[config.mk]
export PLATFORM = sky130hd
export DESIGN_NAME = gs_seq
export DESIGN_NICKNAME = d
export VERILOG_FILES = /design/src/hw/rtl/gs_pkg.sv /design/src/hw/rtl/gs_seq.sv
export SDC_FILE = /design/constraint.sdc
export NUM_CORES = 1
export LEC_CHECK = 0
export BUFFER_PORTS_ARGS = -buffer_cell sky130_fd_sc_hd__buf_2
export CAP_MARGIN = 30
export CORE_MARGIN = 2
export CORE_UTILIZATION = 30
export CTS_BUF_LIST = sky130_fd_sc_hd__clkbuf_2 sky130_fd_sc_hd__clkbuf_4 sky130_fd_sc_hd__clkbuf_8
export CTS_CLUSTER_DIAMETER = 50
export DETAILED_ROUTE_END_ITERATION = 8
export PLACE_DENSITY = 0.47
export SETUP_SLACK_MARGIN = 0.15
export SYNTH_ARGS = -nofsm -noshare
export SYNTH_HDL_FRONTEND = slang
export SYNTH_SLANG_ARGS = --single-unit
export TNS_END_PERCENT = 50
[constraint.sdc]
create_clock -name i_clk -period 7.23 [get_ports i_clk]
set_input_delay 0.723 -clock i_clk [delete_from_list [all_inputs] [get_ports i_clk]]
set_output_delay 0.723 -clock i_clk [all_outputs]
set_load 0.005 [all_outputs]
[src/hw/rtl/gs_pkg.sv]
// Shared widths, constants and types of the galloping search block.
`timescale 1ns / 1ps

package gs_pkg;

    localparam int POS_W          = 12;   // entry position field
    localparam int ID_W           = 32;   // document id field
    localparam int LEN_W          = 13;   // list length register
    localparam int STEP_W         = 13;   // gallop step, saturates at 2**(STEP_W-1)
    localparam int DEF_LIST_DEPTH = 4096;

    localparam logic [LEN_W-1:0]  LEN_RESET  = LEN_W'(1);
    localparam logic [STEP_W-1:0] STEP_FIRST = STEP_W'(2);

    localparam logic MODE_WRITE  = 1'b0;
    localparam logic MODE_SEARCH = 1'b1;

    typedef struct packed {
        logic             found;
        logic [POS_W-1:0] pos;
        logic [ID_W-1:0]  id;
    } t_result;

endpackage

[src/hw/rtl/gs_seq.sv]
// Search sequencer: one compare unit and one probe/midpoint unit reused every cycle.
`timescale 1ns / 1ps

module gs_seq
    import gs_pkg::*;
#(
    parameter int LIST_DEPTH = DEF_LIST_DEPTH,
    parameter int ADDR_W     = $clog2(LIST_DEPTH)
) (
    input  logic              i_clk,
    input  logic              i_rst_n,
    input  logic              i_start,
    input  logic [POS_W-1:0]  i_start_pos,
    input  logic [ID_W-1:0]   i_target,
    input  logic [LEN_W-1:0]  i_list_length,
    output logic              o_busy,
    output logic [ADDR_W-1:0] o_raddr,
    input  logic [ID_W-1:0]   i_rdata,
    output logic              o_res_valid,
    output t_result           o_res,
    input  logic              i_res_take
);

    typedef enum logic [6:0] {
        S_IDLE   = 7'b0000001,
        S_RLAST  = 7'b0000010,
        S_CLAST  = 7'b0000100,
        S_CSTART = 7'b0001000,
        S_CGAL   = 7'b0010000,
        S_CBIN   = 7'b0100000,
        S_PUT    = 7'b1000000
    } t_state;

    localparam logic [31:0] DEPTH_W = 32'(LIST_DEPTH);

    t_state             r_state, n_state;
    logic [ID_W-1:0]    r_target, n_target;
    logic [POS_W-1:0]   r_start, n_start;
    logic [POS_W-1:0]   r_last, n_last;
    logic [POS_W-1:0]   r_lo, n_lo;
    logic [POS_W-1:0]   r_hi, n_hi;
    logic [POS_W-1:0]   r_mid, n_mid;
    logic [STEP_W-1:0]  r_step, n_step;
    logic [ID_W-1:0]    r_hit_id, n_hit_id;
    t_result            r_res, n_res;

    logic [LEN_W-1:0]   eff_len;
    logic [LEN_W-1:0]   eff_last;
    logic               rd_less;
    logic [POS_W-1:0]   rd_pos;

    // probe unit: next gallop position, clamped to the last entry
    logic [POS_W-1:0]   pr_lo;
    logic [STEP_W-1:0]  pr_step;
    logic [POS_W-1:0]   pr_room;
    logic [STEP_W-1:0]  pr_sum;
    logic [POS_W-1:0]   pr_hi;

    // midpoint unit: split of the half-open gap (lo, hi]
    logic [POS_W-1:0]   gp_lo;
    logic [POS_W-1:0]   gp_hi;
    logic [POS_W-1:0]   gp_size;
    logic [POS_W-1:0]   gp_mid;
    logic               gp_more;

    logic [POS_W+ADDR_W-1:0] rd_wide;

    assign eff_len  = ({19'd0, i_list_length} > DEPTH_W) ? LEN_W'(LIST_DEPTH) : i_list_length;
    assign eff_last = eff_len - LEN_W'(1);
    assign rd_less  = i_rdata < r_target;

    assign pr_room = r_last - pr_lo;
    assign pr_sum  = {1'b0, pr_lo} + pr_step;
    assign pr_hi   = ({1'b0, pr_room} < pr_step) ? r_last : pr_sum[POS_W-1:0];

    assign gp_size = gp_hi - gp_lo;
    assign gp_mid  = gp_lo + (gp_size >> 1);
    assign gp_more = gp_size > POS_W'(1);

    always_comb begin
        n_state  = r_state;
        n_target = r_target;
        n_start  = r_start;
        n_last   = r_last;
        n_lo     = r_lo;
        n_hi     = r_hi;
        n_mid    = r_mid;
        n_step   = r_step;
        n_hit_id = r_hit_id;
        n_res    = r_res;
        rd_pos   = r_last;
        pr_lo    = r_start;
        pr_step  = STEP_FIRST;
        gp_lo    = r_lo;
        gp_hi    = r_hi;

        case (r_state)
            S_IDLE: begin
                if (i_start) begin
                    n_target = i_target;
                    n_start  = i_start_pos;
                    n_last   = eff_last[POS_W-1:0];
                    if (eff_len == '0 || {1'b0, i_start_pos} >= eff_len) begin
                        n_res   = '0;
                        n_state = S_PUT;
                    end else begin
                        n_state = S_RLAST;
                    end
                end
            end
            S_RLAST: begin
                rd_pos  = r_last;
                n_state = S_CLAST;
            end
            S_CLAST: begin
                rd_pos = r_start;
                if (rd_less) begin
                    n_res   = '0;
                    n_state = S_PUT;
                end else begin
                    n_state = S_CSTART;
                end
            end
            S_CSTART: begin
                pr_lo   = r_start;
                pr_step = STEP_FIRST;
                rd_pos  = pr_hi;
                if (!rd_less) begin
                    n_res   = '{found: 1'b1, pos: r_start, id: i_rdata};
                    n_state = S_PUT;
                end else begin
                    n_lo    = r_start;
                    n_hi    = pr_hi;
                    n_step  = STEP_FIRST;
                    n_state = S_CGAL;
                end
            end
            S_CGAL: begin
                pr_lo   = r_hi;
                pr_step = r_step[STEP_W-1] ? r_step : {r_step[STEP_W-2:0], 1'b0};
                gp_lo   = r_lo;
                gp_hi   = r_hi;
                if (rd_less) begin
                    // keep galloping from the probe that fell short
                    rd_pos  = pr_hi;
                    n_lo    = r_hi;
                    n_hi    = pr_hi;
                    n_step  = pr_step;
                end else begin
                    rd_pos   = gp_mid;
                    n_hit_id = i_rdata;
                    if (gp_more) begin
                        n_mid   = gp_mid;
                        n_state = S_CBIN;
                    end else begin
                        n_res   = '{found: 1'b1, pos: r_hi, id: i_rdata};
                        n_state = S_PUT;
                    end
                end
            end
            S_CBIN: begin
                if (rd_less) begin
                    gp_lo = r_mid;
                    gp_hi = r_hi;
                end else begin
                    gp_lo    = r_lo;
                    gp_hi    = r_mid;
                    n_hit_id = i_rdata;
                end
                rd_pos = gp_mid;
                n_lo   = gp_lo;
                n_hi   = gp_hi;
                n_mid  = gp_mid;
                if (!gp_more) begin
                    n_res   = '{found: 1'b1, pos: gp_hi, id: n_hit_id};
                    n_state = S_PUT;
                end
            end
            S_PUT: begin
                if (i_res_take) begin
                    n_state = S_IDLE;
                end
            end
            default: begin
                n_state = S_IDLE;
            end
        endcase
    end

    always_ff @(posedge i_clk) begin
        if (!i_rst_n) begin
            r_state <= S_IDLE;
        end else begin
            r_state <= n_state;
        end
    end

    always_ff @(posedge i_clk) begin
        r_target <= n_target;
        r_start  <= n_start;
        r_last   <= n_last;
        r_lo     <= n_lo;
        r_hi     <= n_hi;
        r_mid    <= n_mid;
        r_step   <= n_step;
        r_hit_id <= n_hit_id;
        r_res    <= n_res;
    end

    assign rd_wide     = {{ADDR_W{1'b0}}, rd_pos};
    assign o_raddr     = rd_wide[ADDR_W-1:0];
    assign o_busy      = (r_state != S_IDLE);
    assign o_res_valid = (r_state == S_PUT);
    assign o_res       = r_res;

endmodule

==> key figures, run 1 <==
Yosys
  • Asr flop ratio synth: 0
  • Cells after Synth: 1122
  • Sequential fraction of the synthesis area: 0.468
  • Top-area cell type share of the netlist area: 0.456
  • Post-Syn Area: 12000 um^2
  • Synth area leaders: edfxtp_1, ha_1, mux2_2
  • Yosys Warn Count: 0
  • Primary FF master, synth: edfxtp_1
  • Post-synth EDFFs: 182
  • Netlist cell types: 64
  • Yosys reg bits: 189
  • Syn Area/Cell: 10.7 um^2
  • Most common cell in the netlist: edfxtp_1
  • Most frequent cells after synthesis: edfxtp_1, inv_1, ha_1
  • Dominant cell type by area after synthesis: edfxtp_1
  • Mapped Nets: 1318

Critical path
  • RR Startpoint: r_target[17]
  • R2r setup slk: 1.60 ns
  • Crit path buf inv count: 5
  • Crit path top cell by count: a21oi_1
  • Critical path's slowest cell: or4_4
  • CP endpoint kind: output pin
  • R2R cell count: 24
  • CP arrival: 6.11 ns
  • CP max stage delay: 0.58 ns
  • Crit path max fanout: 10
  • Worst Path Required: 6.51 ns
  • Crit path depth: 26
  • Nature of the critical path startpoint: register
  • Cell class contributing the biggest share of worst-path delay: compound AO/OA/AOI/OAI gates
  • Worst R2R End: o_res[26]
  • Worst setup path class: register to output pin

Global routing
  • Largest net degree at the start of global routing: 49
  • Vias in the first global route: 9081
  • GR Util All Layers: 0.170
  • Grt ovf: 0
  • Antenna violations before repair: 0
  • Global-route wire length before repair: 53.8 mm

Die
  • FP Rows: 73
  • Die Y: 204 um
  • Die area: 41500 um^2
  • Core box area: 39500 um^2
  • Starting Density: 0.303
  • Die width: 204 um
  • I/O Pins: 152

Clock network
  • Clock Path Buffers: 2
  • Clk sink count: 189
  • Register clock-pin slew on the reported worst setup and hold paths: 0.11 ns
  • TritonCTS clock tree: done
  • Root buffer cell: clkbuf_8
  • Num CTS Buffers: 17
  • CTS HTree Levels: 4
  • Worst-Skew Late Latency: 0.50 ns

Route
  • Per-cell routed wire length: 19.5 um
  • Routed via count: 9300
  • Initial drt markers: 586
  • Avg Vias per Cell: 5.09
  • DR DRC count: 0
  • Antenna viol nets, final: 0
  • First-pass DRT Iterations: 5
  • WL final: 35.6 mm

Power and ir drop
  • Pint: 0.00269 W
  • Sw Share: 0.372
  • Comb power frac: 0.430
  • Clock share of power: 0.181
  • Leak: 6.03 nW
  • Maximum vdd drop: 147 uV
  • PD cells: 301 nW/um^2
  • Flop pwr share: 0.389
  • P_sw: 0.00160 W

Finish
  • Nets@finish: 1486
  • Share of cells above drive strength 1: 0.242
  • Ant. Diodes: 0
  • Register Area: 5610 um^2
  • Area occupied by multi-input gates: 6040 um^2
  • Post-layout util: 0.360
  • Number of fill cells: 3965
  • P&R area growth vs syn: 18.8%

Timing
  • Worst Clk Skew: 0.0181 ns
  • Clock period minus worst slack: 6.84 ns
  • Worst slew pin tran: 1.05 ns
  • Final setup fails: 0
  • Slew Viols, Final: 0
  • Hold violation count in the final report: 0
  • Tcrit/Tclk final: 0.945
  • Max-slew headroom: 0.295
  • RSZ-0062 raised after global routing: true
  • Setup_tns: 0 ns
  • Max Clock Freq: 0.146 GHz

Place
  • Dpl hpwl: 26.5 mm
  • RePlAce Congestion: 0.874
  • IO Port Bufs: 151

Outcome
  • Outcome: finished clean

Flow run
  • Max Cap Viol: 0

Hold path
  • Min-Delay Path Depth: 1
  • Worst hold endpoint: r_target[21]
  • Hold Crit Class: primary input to register
  • Hold_sp: i_target[21]
==> final cells by class <==
cell class | instances | share of cell area
inverters | 101 | 0.0266
flip-flops and latches | 189 | 0.394
clock inverters | 14 | 0.0119
multi-input cells | 789 | 0.425
well taps | 525 | 0.0462
clock buffers | 18 | 0.0170
repair buffers | 192 | 0.0796
==> registers in the layout (all words and copies together), names as in the netlist <==
signal / flops
r_target: 32
r_step: 13
r_state: 7
r_lo: 12
r_mid: 12
r_hit_id: 32
o_res: 45
r_hi: 12
r_start: 12
r_last: 12
==> how the worst max path moves through the flow <==
stage                  end         start
2_1_floorplan     o_res[0]   i_rdata[25]
3_3_place_gp   o_raddr[11]   i_rdata[23]
6_report        o_raddr[5]    r_state[1]
5_1_grt        o_raddr[10]    r_state[1]
3_5_place_dp   o_raddr[10]   i_rdata[14]
4_1_cts        o_raddr[10]  r_target[17]
==> per-layer routing <==
metal  global-route usage  share of wire
met5                    0              0
met4               0.0422          0.015
met3               0.0287          0.052
met2                0.282           0.47
met1                0.231           0.47
==> power groups by stage <==
stage	Clock, W	Combinational, W	Sequential (W)
after CTS	0.000802	0.00165	0.00167
after detailed placement	0	0.00161	0.00169
after global placement	0	0.00160	0.00169
final	0.000775	0.00184	0.00167
after global routing	0.000839	0.00204	0.00169
after floorplan	0	0.00100	0.00167
==> cells in the final DEF (no fill, tap or decap), drive strengths merged, types with 10 or more instances in the layout <==
| cell type | synthesis | routed |
|---|---|---|
| a221o | 10 | 10 |
| nor3 | 27 | 27 |
| xnor2 | 22 | 22 |
| and2 | 11 | 11 |
| a21o | 28 | 28 |
| a222oi | 11 | 11 |
| mux2i | 29 | 29 |
| mux2 | 44 | 44 |
| a221oi | 11 | 11 |
| edfxtp | 182 | 182 |
| a211oi | 14 | 14 |
| nand2 | 97 | 97 |
| nor2b | 16 | 16 |
| nor2 | 66 | 66 |
| a22o | 31 | 31 |
| nand3 | 11 | 11 |
| and3 | 17 | 17 |
| a21oi | 66 | 66 |
| o21a | 16 | 16 |
| clkbuf | 34 | 19 |
| o21ai | 61 | 61 |
| ha | 99 | 99 |
| buf | 9 | 191 |
| xor2 | 17 | 17 |
| inv | 101 | 111 |
==> worst reg2reg max path, delay by kind of cell, from the launching register on <==
kind / cells / cell delay (ns)
AO/OA/AOI/OAI: 11 / 2.02
AND/OR/NAND/NOR: 4 / 1.17
buffers and inverters: 5 / 0.74
adder cells (fa/ha/maj): 2 / 0.68
flip-flops: 1 / 0.41
XOR/XNOR: 1 / 0.17
multiplexers: 1 / 0.12
==> metrics by stage <==
stage               hold slack [ns]  cells  setup WS (ns)  cell area [um^2]  total power (W)
floorplan                     0.469   1122          0.183             12000          0.00267
global placement              0.498   1775          0.272             13400          0.00329
detailed placement            0.495   1776          0.201             13400          0.00330
CTS                           0.350   1809          0.156             13900          0.00412
global route                  0.350   1828          0.102             14200          0.00456
finish                        0.392   1828          0.394             14200          0.00429
==> logic make-up (layout without fill, tap and decap cells) <==
logic type	count (synthesis)	after routing	synth area share
fa+ha+maj	103	103	0.110
flops	189	189	0.468
xor+xnor	39	39	0.0285
buf+inv	144	325	0.0462
simple gates	290	290	0.118
compound gates	284	284	0.163
mux	73	73	0.0656
==> what timing repair did <==
action	in CTS	in global routing
setup buffers	1	17
resized for setup	11	42
pin swaps	3	21
hold buffers	0	0
endpoints found under the setup margin	7	11
gates cloned	0	2
endpoints found under the hold margin	0	0
No activity file was read; power rests on OpenSTA's default activity.
==> run 2: changes to the inputs <==
Settings changed: CORE_UTILIZATION 30 to 50, PLACE_DENSITY 0.47 to 0.71, TNS_END_PERCENT 50 to 1.
==> run 2 against run 1 <==
Non-clock buffer count is 9 lower. Critical path depth did not move. Setup slack got worse by 0.084 ns. Clock skew shrank 0.0018 ns. Global-route usage rose by 7.2 points. Flip-flop and latch count unchanged. Combinational power decreased by 4%. Die area shrank 39%.
==> key figures, run 2 (synthesis gave the netlist of run 1 again) <==
Outcome
  • Outcome: finished clean

Finish
  • Post-route cell area: 13800 um^2
  • Share of cells above drive strength 1: 0.229
  • Commonest cells after routing, fill and taps aside: edfxtp_1, buf_2, inv_1
  • Number of fill cells: 1988
  • Largest register FFs: 45
  • Commonest non-fill, non-tap cell in the layout: edfxtp_1
  • Nets@finish: 1477
  • Ant. Diodes: 0
  • P&R area growth vs syn: 15.1%

Timing
  • Setup_tns: 0 ns
  • Clock period minus worst slack: 6.92 ns
  • RSZ-0062 raised after global routing: true
  • Max Clock Freq: 0.145 GHz
  • Final WS setup: 0.310 ns
  • Worst Clk Skew: 0.0163 ns
  • Final setup fails: 0
  • Worst slew pin tran: 1.09 ns
  • Max-slew headroom: 0.269
  • Tcrit/Tclk final: 0.957
  • Hold slack: 0.404 ns
  • Slew Viols, Final: 0
  • Hold violation count in the final report: 0

Die
  • Die width: 159 um
  • Core box area: 23500 um^2
  • Die Y: 159 um
  • I/O Pins: 152
  • Die area: 25200 um^2
  • Starting Density: 0.510
  • FP Rows: 56

Critical path
  • Nature of the critical path startpoint: register
  • CP max stage delay: 0.58 ns
  • Crit path max fanout: 6
  • CP arrival: 6.20 ns
  • Worst setup path class: register to output pin
  • Worst Path Required: 6.51 ns
  • Critical path's slowest cell: or4_4
  • CP endpoint kind: output pin

Route
  • WL final: 31.4 mm
  • Avg Vias per Cell: 5.89
  • First-pass DRT Iterations: 7
  • Routed via count: 9495
  • Per-cell routed wire length: 19.5 um
  • DR DRC count: 0
  • Antenna viol nets, final: 0
  • Initial drt markers: 1141

Clock network
  • CTS HTree Levels: 4
  • Clk sink count: 189
  • CTS Hold Bufs: 0
  • TritonCTS clock tree: done
  • Root buffer cell: clkbuf_8
  • Num CTS Buffers: 17
  • Worst-Skew Late Latency: 0.48 ns
  • Register clock-pin slew on the reported worst setup and hold paths: 0.11 ns
  • Clock Path Buffers: 2

Power and ir drop
  • Sw Share: 0.375
  • PD cells: 300 nW/um^2
  • Comb power frac: 0.426
  • Pint: 0.00258 W
  • Maximum vdd drop: 169 uV
  • Leak: 5.95 nW
  • Flop pwr share: 0.400
  • P_sw: 0.00155 W
  • Clock share of power: 0.173

Place
  • Setup WS pre-CTS: 0.304 ns
  • Placed inst area: 13200 um^2
  • Dpl hpwl: 23.0 mm
  • RePlAce Congestion: 0.902
  • IO Port Bufs: 151

Global routing
  • Global-route wire length before repair: 48.2 mm
  • Grt ovf: 0
  • Largest net degree at the start of global routing: 42
  • Antenna violations before repair: 0
  • GR Util All Layers: 0.242
  • Vias in the first global route: 8941

Flow run
  • Max Cap Viol: 0

Hold path
  • Hold Crit Class: primary input to register
-- run 2: cell types whose count changed in the layout (fill, tap and decap cells not counted), sizes merged --
cell      previous run  this run
inv                111       108
clkinv               2         4
buf                191       183
clkbuf              19        18
clkinvlp             0         2
bufinv               2         1
-- run 2: path summary, 6_finish.rpt --
kind	from	to	slack, ns	cells after the start
worst max-delay path	r_state[2]	o_raddr[10]	0.31	26
worst min-delay path	i_target[5]	r_target[5]	0.40	1
worst max register to register	r_target[17]	o_res[34]	1.45	23
worst min register to register	r_state[1]	r_state[2]	0.53	2
-- run 2: area by class of cell --
type | instances | area, um^2 | share of cell area
Clock buffer | 18 | 241 | 0.0175
Clock inverter | 14 | 151 | 0.0110
Inverter | 101 | 379 | 0.0275
Multi-Input combinational cell | 789 | 5980 | 0.434
Sequential cell | 189 | 5610 | 0.407
Tap cell | 319 | 399 | 0.0290
Timing Repair Buffer | 183 | 1020 | 0.0742
-- run 2: power groups by stage --
stage               sequential [W]  combinational [W]  clock, W
floorplan                  0.00167            0.00100         0
detailed placement         0.00167            0.00155         0
global route               0.00167            0.00192  0.000765
global placement           0.00167            0.00152         0
finish                     0.00166            0.00176  0.000717
CTS                        0.00165            0.00161  0.000724
-- run 2: metrics by stage --
step | cells | utilization | power, W
floorplan | 1122 | - | 0.00267
global placement | 1567 | 0.559 | 0.00319
detailed placement | 1568 | 0.561 | 0.00323
CTS | 1600 | 0.579 | 0.00398
global route | 1613 | 0.587 | 0.00436
finish | 1613 | 0.587 | 0.00413
-- run 2: what timing repair did --
item / CTS / global route
resized for setup: 9 / 25
setup buffers: 0 / 11
setup endpoints to repair: 11 / 11
pin swaps: 0 / 10
gates cloned: 0 / 2
-- run 2: layer usage --
| metal | share of wire | global-route usage | routed length, um | vias to the layer above |
|---|---|---|---|---|
| met3 | 0.079 | 0.0455 | 2490 | 56 |
| li1 | - | - | - | 4502 |
| met2 | 0.47 | 0.403 | 14800 | 389 |
| met1 | 0.42 | 0.324 | 13300 | 4548 |
| met4 | 0.024 | 0.0705 | 751 | 0 |
| met5 | 0 | 0 | 0 | - |
-- run 2: worst max-delay path: cells and delay by family (launching register included) --
| family | cells | cell delay (ns) |
|---|---|---|
| AOI/OAI and AO/OA | 13 | 2.20 |
| and+or+nand+nor | 5 | 1.33 |
| DFF | 1 | 0.37 |
| adders and majority gates | 2 | 0.67 |
| xor gates and xnor gates | 1 | 0.14 |
| buffers and inverters | 3 | 0.49 |
| muxes | 2 | 0.51 |
==> run 3: changes to the inputs <==
--- a/config.mk
+++ b/config.mk
@@ -10,3 +10,3 @@
 export CORE_MARGIN = 2
-export CORE_UTILIZATION = 50
+export CORE_UTILIZATION = 40
 export CTS_BUF_LIST = sky130_fd_sc_hd__clkbuf_2 sky130_fd_sc_hd__clkbuf_4 sky130_fd_sc_hd__clkbuf_8
@@ -14,3 +14,3 @@
 export DETAILED_ROUTE_END_ITERATION = 8
-export PLACE_DENSITY = 0.71
+export PLACE_DENSITY = 0.59
 export SETUP_SLACK_MARGIN = 0.15
==> constraint.sdc (replaced) <==
create_clock -name i_clk -period 7.23 [get_ports i_clk]
set_input_delay 1.446 -clock i_clk [delete_from_list [all_inputs] [get_ports i_clk]]
set_output_delay 1.446 -clock i_clk [all_outputs]
set_load 0.005 [all_outputs]
==> run 3 against run 2 <==
Flip-flop and latch count unchanged. Critical path type is now primary input to output pin. Largest power group unchanged. Wire length increased by 8.4%. Cell area increased by 12%. First-iteration DRC count decreased by 37%. The run now ends with setup timing left. Setup slack got worse by 1.0 ns.
==> key figures, run 3 (synthesis gave the netlist of run 1 again) <==
Outcome
  • Outcome: complete, but fails checks
  • Failing checks: setup timing

Finish
  • Commonest cells after routing, fill and taps aside: edfxtp_1, buf_4, buf_2
  • Nets@finish: 1613
  • Ant. Diodes: 0
  • Share of cells above drive strength 1: 0.338
  • P&R area growth vs syn: 29.1%
  • Commonest non-fill, non-tap cell in the layout: edfxtp_1
  • Area occupied by multi-input gates: 6390 um^2
  • Largest register FFs: 45
  • Number of fill cells: 2694
  • Post-layout util: 0.523
  • Non-Filler Instances: 1820
  • Register Area: 5610 um^2

Critical path
  • R2R cell count: 39
  • Crit path buf inv count: 5
  • Critical path's slowest cell: or3_4
  • Crit path max fanout: 5
  • Crit path depth: 28
  • Worst setup path class: primary input to output pin
  • Cell class contributing the biggest share of worst-path delay: compound AO/OA/AOI/OAI gates
  • CP max stage delay: 0.35 ns
  • Nature of the critical path startpoint: primary input
  • CP endpoint kind: output pin
  • Worst Path Required: 5.78 ns
  • CP arrival: 6.47 ns

Power and ir drop
  • Leak: 6.71 nW
  • PD cells: 275 nW/um^2
  • Maximum vdd drop: 176 uV

Clock network
  • Clk sink count: 189
  • Worst-Skew Late Latency: 0.49 ns
  • Num CTS Buffers: 17
  • Register clock-pin slew on the reported worst setup and hold paths: 0.11 ns
  • CTS Hold Bufs: 0
  • CTS HTree Levels: 4
  • Clock Path Buffers: 2
  • Root buffer cell: clkbuf_8
  • TritonCTS clock tree: done

Die
  • Starting Density: 0.405
  • Die width: 177 um
  • I/O Pins: 152
  • FP Rows: 63
  • Die Y: 177 um
  • Die area: 31300 um^2
  • Core box area: 29600 um^2

Route
  • Initial drt markers: 722
  • Per-cell routed wire length: 18.7 um
  • First-pass DRT Iterations: 6
  • Avg Vias per Cell: 5.46
  • Antenna viol nets, final: 0
  • Routed via count: 9930
  • DR DRC count: 0
  • WL final: 34.0 mm

Hold path
  • Hold Crit Class: register to register
  • Min-Delay Path Depth: 2

Timing
  • Worst Clk Skew: 0.0273 ns
  • RSZ-0062 raised after global routing: true
  • Clock period minus worst slack: 7.92 ns
  • Tcrit/Tclk final: 1.10
  • Hold violation count in the final report: 0
  • Max Clock Freq: 0.126 GHz
  • Setup_tns: -22.21 ns
  • Worst slew pin tran: 1.14 ns
  • Final WS setup: -0.687 ns
  • Slew Viols, Final: 0
  • Max-slew headroom: 0.238
  • Final setup fails: 59
  • Hold slack: 0.560 ns

Global routing
  • GR Util All Layers: 0.217
  • Largest net degree at the start of global routing: 48
  • Antenna violations before repair: 1
  • Vias in the first global route: 9833
  • Global-route wire length before repair: 52.5 mm
  • Grt ovf: 0

Place
  • IO Port Bufs: 151
  • Dpl hpwl: 25.6 mm
  • RePlAce Congestion: 0.883
  • Placed cell count: 1763

Flow run
  • Max Cap Viol: 0
==> run 3: cell types whose count changed in the layout (fill, tap and decap cells not counted), sizes merged <==
cell	previous run	this run
buf	183	319
bufinv	1	0
clkinv	4	7
clkinvlp	2	1
inv	108	107
==> run 3: final cells by class <==
| cell class | instances | share of cell area |
|---|---|---|
| clock inverter | 14 | 0.0109 |
| tap | 390 | 0.0316 |
| multi-input combinational | 789 | 0.413 |
| timing repair buffer | 319 | 0.141 |
| clock buffer | 18 | 0.0156 |
| inverter | 101 | 0.0245 |
| sequential | 189 | 0.363 |
==> run 3: worst paths after layout <==
kind | slack, ns | to | from
max | -0.69 | o_raddr[10] | i_rdata[5]
min | 0.56 | r_state[2] | r_state[0]
max reg2reg | 0.19 | o_res[36] | r_target[14]
min reg2reg | 0.56 | r_state[2] | r_state[0]
==> run 3: metal layers <==
layer  share of wire  track usage  vias to the layer above
li1                -            -                     4766
met1            0.43        0.277                     4731
met2            0.47        0.371                      367
met3           0.067       0.0378                       64
met4           0.030       0.0713                        2
met5         0.00026            0                        -
==> run 3: where the power goes <==
| part | internal, W | switching, W | leakage (nW) |
|---|---|---|---|
| logic | 0.000844 | 0.00102 | 4.76 |
| clock network | 0.000269 | 0.000460 | 0.203 |
| registers | 0.00155 | 0.000112 | 1.75 |
==> run 3: worst register-to-register path: cells and delay by family, from the launching register on <==
family	cells	cell delay, ns
buffers and inverters	21	2.37
AO/OA/AOI/OAI	10	2.21
AND/OR/NAND/NOR	4	0.97
adder cells (fa/ha/maj)	2	0.54
flip-flops	1	0.37
multiplexers	1	0.17
XOR/XNOR	1	0.09
==> run 3: per-stage QoR <==
| stage | total power [W] | worst slack (ns) | instance area [um^2] |
|---|---|---|---|
| after floorplan | 0.00270 | -0.291 | 12200 |
| after global placement | 0.00337 | -0.953 | 14300 |
| after detailed placement | 0.00341 | -0.928 | 14300 |
| after CTS | 0.00426 | -0.686 | 15400 |
| after global routing | 0.00453 | -0.910 | 15500 |
| final | 0.00425 | -0.687 | 15500 |
==> run 3: what timing repair did <==
item                                    in CTS  in global routing
setup buffers                               23                  1
endpoints found under the setup margin      12                 72
gates resized for setup                     98                 21
pin swaps                                   44                 13
cloned                                       0                  0
